$ cat config.mk
export PLATFORM = sky130hd
export DESIGN_NAME = ftpr_name_mem
export DESIGN_NICKNAME = d
export VERILOG_FILES = /design/src/design/ftpr_pkg.sv /design/src/design/ftpr_name_mem.sv
export SDC_FILE = /design/constraint.sdc
export NUM_CORES = 2
export LEC_CHECK = 0
export BUFFER_PORTS_ARGS = -buffer_cell sky130_fd_sc_hd__buf_2
export CELL_PAD_IN_SITES_DETAIL_PLACEMENT = 2
export CELL_PAD_IN_SITES_GLOBAL_PLACEMENT = 2
export CORE_AREA = 5 5 852 431
export CTS_CLUSTER_SIZE = 14
export DETAILED_ROUTE_END_ITERATION = 8
export DIE_AREA = 0 0 857 436
export PLACE_DENSITY = 0.71
export SETUP_SLACK_MARGIN = 0.05
export SYNTH_ARGS = -nofsm -noshare
export SYNTH_HDL_FRONTEND = slang
export SYNTH_SLANG_ARGS = --single-unit
$ cat constraint.sdc
create_clock -name clk -period 2.78 [get_ports clk]
set_input_delay 0.417 -clock clk [delete_from_list [all_inputs] [get_ports clk]]
set_output_delay 0.417 -clock clk [all_outputs]
set_load 0.01 [all_outputs]
$ cat src/design/ftpr_pkg.sv
package ftpr_pkg;

  localparam int CfgAddrW = 3;
  localparam int CfgDataW = 8;

  localparam logic [CfgAddrW-1:0] CFG_START = 3'd0;
  localparam logic [CfgAddrW-1:0] CFG_DATA  = 3'd1;
  localparam logic [CfgAddrW-1:0] CFG_END   = 3'd2;
  localparam logic [CfgAddrW-1:0] CFG_SIZE  = 3'd3;
  localparam logic [CfgAddrW-1:0] CFG_NAME  = 3'd4;

  localparam logic [1:0] KIND_START = 2'd0;
  localparam logic [1:0] KIND_DATA  = 2'd1;
  localparam logic [1:0] KIND_END   = 2'd2;
  localparam logic [1:0] KIND_UNK   = 2'd3;

  localparam logic [2:0] ST_OK      = 3'd0;
  localparam logic [2:0] ST_UNKNOWN = 3'd1;
  localparam logic [2:0] ST_BADCTL  = 3'd2;
  localparam logic [2:0] ST_SHORT   = 3'd3;
  localparam logic [2:0] ST_NOSTART = 3'd4;
  localparam logic [2:0] ST_LENMIS  = 3'd5;

  localparam logic [16:0] IDX_MAX = 17'h1FFFF;

  typedef struct packed {
    logic [7:0] pkt_byte;
    logic       pkt_last;
  } in_item_t;

  typedef struct packed {
    logic [7:0]  payload_byte;
    logic        payload_valid;
    logic        pkt_done;
    logic [1:0]  pkt_kind;
    logic [2:0]  status;
    logic        name_mismatch;
    logic        size_mismatch;
    logic        count_mismatch;
    logic        done_sticky;
    logic [63:0] expected_size;
    logic [63:0] written_total;
  } out_item_t;

  typedef struct packed {
    logic [7:0] start_code;
    logic [7:0] data_code;
    logic [7:0] end_code;
    logic [7:0] size_tag;
    logic [7:0] name_tag;
  } cfg_t;

endpackage

$ cat src/design/ftpr_name_mem.sv
module ftpr_name_mem import ftpr_pkg::*; #(
  parameter int Depth = 510,
  parameter int AddrW = 9
) (
  input  logic             clk,
  input  logic             we,
  input  logic [AddrW-1:0] waddr,
  input  logic [7:0]       wdata,
  input  logic [AddrW-1:0] raddr,
  output logic [7:0]       rdata
);

  logic [7:0] mem [Depth];

  always_ff @(posedge clk) begin
    if (we) begin
      mem[waddr] <= wdata;
    end
    rdata <= mem[raddr];
  end

endmodule

==> impl_summary.txt, run 1 <==
----------------------------------------------------
[Floorplan]
  Die span in y ... around 440 µm
  Initial standard-cell utilization of the core ... between 40% and 50%
  Std cell rows ... 156
  Ports ... 36
  Die width ... approximately 860 µm

[Synth]
  Share of the yosys chip area belonging to registers ... roughly 76%
  Cell area after synthesis ... around 0.16 mm²
  Largest area contributor in the netlist ... edfxtp_1
  Synthesis-stage register bit count ... 4088
  Portion of synthesized cell area occupied by the leading cell type ... 76.1%
  Post-synthesis instance total ... 7754
  Ys flop type ... edfxtp_1
  Synth area leaders ... edfxtp_1 (76%), mux4_2 (8.4%), mux2i_1 (3.5%)
  Unique masters post-synth ... 90
  Number of warning messages in the yosys log ... 0
  Synthesized area per cell ... just over 20 µm²
  Share of synthesized registers carrying an async set or reset ... 0%
  Number of synthesized flops with an enable pin ... 4080
  Synthesized netlist net count ... 7782

[Placement]
  Placer's final routability congestion estimate ... slightly above 0.9
  # port buffers ... 35
  Post-DP HPWL ... 469000 µm

[Run status]
  Result of the run ... did not finish
  Error that halted the flow ... [ERROR DPL-0033] detailed placement checks failed during check placement.
  Last stage reached ... 3_5_place_dp

----------------------------------------------------
## kinds of logic after synthesis
| kind of cell | Yosys count | share of synthesized area, % |
|---|---|---|
| flops | 4088 | 76.2 |
| mux | 1376 | 15.2 |
| simple gates | 1017 | 2.74 |
| compound gates | 774 | 3.40 |
| buf+inv | 499 | 2.48 |
## stage by stage
step | instance area [µm²] | worst slack [ns]
3_3_place_gp | 179000 | -1.87
2_1_floorplan | 161000 | 0.0996
## synth_stat cells, types with 7 or more instances
library cell / instances
mux2_2: 21
a21oi_1: 130
nand2_1: 198
a22o_1: 13
o22ai_1: 98
a31oi_1: 25
nor3_1: 34
o21ai_0: 66
a2111oi_0: 11
and2_1: 14
a221oi_1: 53
mux2i_1: 562
or2_2: 7
edfxtp_1: 4080
o211ai_1: 19
nand2b_1: 10
buf_1: 32
buf_4: 28
a41oi_1: 8
a22oi_1: 184
nor4_1: 19
mux4_1: 193
buf_12: 21
mux4_2: 600
nor3b_1: 8
nand4_1: 21
o31ai_1: 9
and3_1: 8
nor2b_1: 14
buf_6: 72
buf_8: 49
a211oi_1: 28
clkbuf_8: 48
buf_2: 71
or3_1: 8
o221ai_1: 68
nor2_1: 573
nand3_1: 60
dfxtp_1: 8
or4_1: 9
clkbuf_1: 166
==> run 2, diff against run 1 <==
==> config.mk (replaced) <==
export PLATFORM = sky130hd
export DESIGN_NAME = ftpr_name_mem
export DESIGN_NICKNAME = d
export VERILOG_FILES = /design/src/design/ftpr_pkg.sv /design/src/design/ftpr_name_mem.sv
export SDC_FILE = /design/constraint.sdc
export NUM_CORES = 2
export LEC_CHECK = 0
export BUFFER_PORTS_ARGS = -buffer_cell sky130_fd_sc_hd__buf_2
export CORE_AREA = 5 5 739 741
export DETAILED_ROUTE_END_ITERATION = 8
export DIE_AREA = 0 0 744 746
export PLACE_DENSITY_LB_ADDON = 0.15
export SYNTH_ARGS = -nofsm -noshare
export SYNTH_HDL_FRONTEND = slang
export SYNTH_SLANG_ARGS = --single-unit
==> constraint.sdc (replaced) <==
create_clock -name clk -period 3.6 [get_ports clk]
set_input_delay 0.54 -clock clk [delete_from_list [all_inputs] [get_ports clk]]
set_output_delay 0.54 -clock clk [all_outputs]
set_load 0.01 [all_outputs]
==> run 2 against run 1 <==
  * The run now ends clean
  * Synthesized area did not move
  * Synthesized cell count did not move
==> impl_summary.txt, run 2 <==
----------------------------------------------------
[Run status]
  Result of the run ... complete, no violations

[STA]
  Slew margin rel. ... about a fifth
  Setup repair after global routing missed its margin ... no
  Worst Tran Pin Value ... between 1 and 1.5 ns
  Final Max Tran Viols ... 0
  Clock skew ... 0.0736 ns
  Final worst path period need ... 3.55 ns
  Final setup margin ... roughly 0.049 ns
  Highest clock rate ... between 200 and 300 MHz
  Period utilisation layout ... just under 100%
  Final hold slack ... ~0.066 ns
  Endpoints failing setup ... 0
  Final Hold Fails ... 0

[Worst setup path]
  Highest fanout seen on the critical path ... 25
  Element type at the critical path start ... input port
  Cells along the critical path ... buf_12, buf_12, buf_12, buf_4, mux4_2, a211oi_1, nor3_1, a211oi_1, buf_4, o31ai_1, buf_4, and4_1
  Required time of the critical path ... 4.51 ns
  Crit path arrival time ... ~4.5 ns
  Kind of critical path ... input port to flip-flop
  Cell count of the worst reg-to-reg path ... 9
  Total stage count of the critical path ... 12
  Highest-delay cell along the critical path ... a211oi_1
  CP top delay family ... buffers and inverters
  Crit path buf inv count ... 6
  Maximum single-stage delay on the critical path ... 0.76 ns
  Critical Path End Type ... flip-flop

[Layout]
  Largest register by flop count ... mem
  Flip-flop count of the largest register after layout ... roughly 4100
  Most common cell after layout, fill and taps aside ... edfxtp_1
  Top Registers ... mem x4080, rdata x8
  Final net count ... about 9000
  Most frequent cells in the layout ... edfxtp_1 (4080), buf_4 (1251), mux4_2 (600)
  Area added between synthesis and finish ... 20.6%
  Ratio of cells with drive above 1 in the final layout ... 29.2%
  Post-layout instance count excluding filler cells ... about 17000

[Floorplan]
  Initial standard-cell utilization of the core ... around 30%
  Die width ... ~740 µm
  Overall die area ... ~0.56 mm²
  Floorplan core area ... approximately 0.54 mm²
  Ports ... 36
  Die span in y ... around 750 µm
  Std cell rows ... 270

[Synth]
  Unique masters post-synth ... 90
  Synth area leaders ... edfxtp_1 (76%), mux4_2 (8.4%), mux2i_1 (3.5%)
  Post-synthesis instance total ... between 7000 and 8000
  Share of the yosys chip area belonging to registers ... 76.2%
  Number of synthesized flops with an enable pin ... between 4000 and 5000
  Share of synthesized registers carrying an async set or reset ... 0%
  Synthesis-stage register bit count ... roughly 4100
  Most common cell in the synthesized netlist ... edfxtp_1
  Cell area after synthesis ... approximately 0.16 mm²
  Ys flop type ... edfxtp_1
  Synthesized area per cell ... 20.8 µm²
  Largest area contributor in the netlist ... edfxtp_1
  Number of warning messages in the yosys log ... 0
  Synthesized netlist net count ... slightly below 8000
  Portion of synthesized cell area occupied by the leading cell type ... roughly 76%
  Most used standard cells in the synthesized netlist ... edfxtp_1 (4080), mux4_2 (600), nor2_1 (573)

[Pwr]
  Power Density ... between 500 and 600 mW/mm²
  Cell-internal power ... 80700 µW
  Sw Share ... between 20% and 30%
  Logic pwr share ... roughly 6.2%
  Worst supply voltage drop on vdd ... about 430 µV
  Power spent charging and discharging nets ... approximately 24000 µW
  Share of total power in the clock network ... a little over two fifths
  Leakage power summed over all cells ... between 0.06 and 0.07 µW
  Part of the power in registers ... approximately 50%

[Placement]
  Post-DP HPWL ... between 300000 and 400000 µm
  Worst slack at placement ... -1.25 ns
  Number of placed instances with taps included ... 15900
  Placer's final routability congestion estimate ... ~0.84
  # port buffers ... 35

[Global route]
  Via count of the first global-routing pass ... 87800
  Total global-route track usage ... between 10% and 20%
  Largest net degree at the start of global routing ... roughly 140
  Number of antenna violations at the first check in global routing ... 76
  Global-route wire length before repair ... approximately 770000 µm
  Overall overflow remaining after global route ... 0

[Detailed routing]
  Final routed wire length divided by cell count ... 33.7 µm
  Drt via density ... between 5 and 6
  Aggregate routed wire length ... approximately 570000 µm
  Top sig layer ... met5
  Routed wire length on met2 ... about 270000 µm
  Residual DRC ... 0
  Post-detailed-route count of antenna-violating nets ... 0
  Starting DRC count in detailed routing ... 9109
  Detailed-routing iteration count for the pre-antenna-repair pass ... 6
  Via count ... about 86000
  Routed length on met3 ... 36500 µm
  Detailed-routing wirelength on met1 ... about 240000 µm

[Hold path]
  Hold path cells ... 1
  Worst min-delay path category ... input port to flip-flop

[Clock network]
  Count of buffers added by post-CTS timing repair for setup ... 0
  Total clock sinks ... 4088
  Cell at the root of the clock tree ... clkbuf_16
  Skew-Pair Late Insertion Delay ... between 1 and 1.5 ns
  Clock-pin slew reported for the worst setup and hold paths after clock tree synthesis ... 0.06 ns
  Number of levels in the clock H-tree ... 5
  TritonCTS clock tree ... built
  TritonCTS Buffers ... roughly 450
  Maximum count of clock buffers along a single path ... 4

[Job]
  Max Cap Viol ... 0

----------------------------------------------------
-- run 2: final timing paths --
check,startpoint,to,slack (ns)
hold / removal,wdata[0],mem[478][0],0.07
hold reg to reg,mem[27][4],rdata[4],1.16
setup / recovery,raddr[0],rdata[1],0.05
setup reg to reg,mem[393][1],rdata[1],0.15
-- run 2: timing repair --
action                                  4_1_cts  5_1_grt
endpoints found under the setup margin        1        0
hold buffers                                  6        0
hold endpoints to repair                    133        0
gates resized for setup                       1        0
-- run 2: through the flow --
step           TNS, ns  area [µm²]  util [%]  power, µW
2_1_floorplan        0      161000         -      56100
3_3_place_gp     -6.73      180000      33.4      60000
3_5_place_dp     -6.92      180000      33.4      60100
4_1_cts              0      194000      36.0     105000
5_1_grt              0      194000      36.0     108000
6_report             0      194000      36.0     104000
-- run 2: final cells by class --
cell class / count / area (µm²)
fill: 49900 / 345000
sequential: 4088 / 123000
multi-input combinational: 3167 / 34600
timing repair buffer: 1474 / 13400
clock buffer: 532 / 11500
tap: 7208 / 9020
clock inverter: 300 / 2880
antenna: 17 / 42.5
inverter: 7 / 40.0
-- run 2: power groups by stage --
stage | clock network, µW | registers (µW) | logic (µW)
floorplan | 0 | 53500 | 2640
global placement | 0 | 53500 | 6520
detailed placement | 0 | 53500 | 6560
CTS | 46400 | 52500 | 6580
global route | 48400 | 52500 | 6730
finish | 45500 | 52500 | 6510
-- run 2: routing by layer --
| metal | GRT usage [%] | vias to the layer above |
|---|---|---|
| met5 | 0 | - |
| met4 | 5.40 | 18 |
| met3 | 3.41 | 695 |
| met2 | 32.8 | 3021 |
| met1 | 27.2 | 47000 |
| li1 | - | 35400 |
-- run 2: logic make-up after synthesis --
| kind of cell | count (synthesis) | synth area share [%] |
|---|---|---|
| compound gates | 774 | 3.40 |
| mux | 1376 | 15.2 |
| flops | 4088 | 76.2 |
| simple gates | 1017 | 2.74 |
| buf+inv | 499 | 2.48 |
No activity file was read; power rests on OpenSTA's default activity.
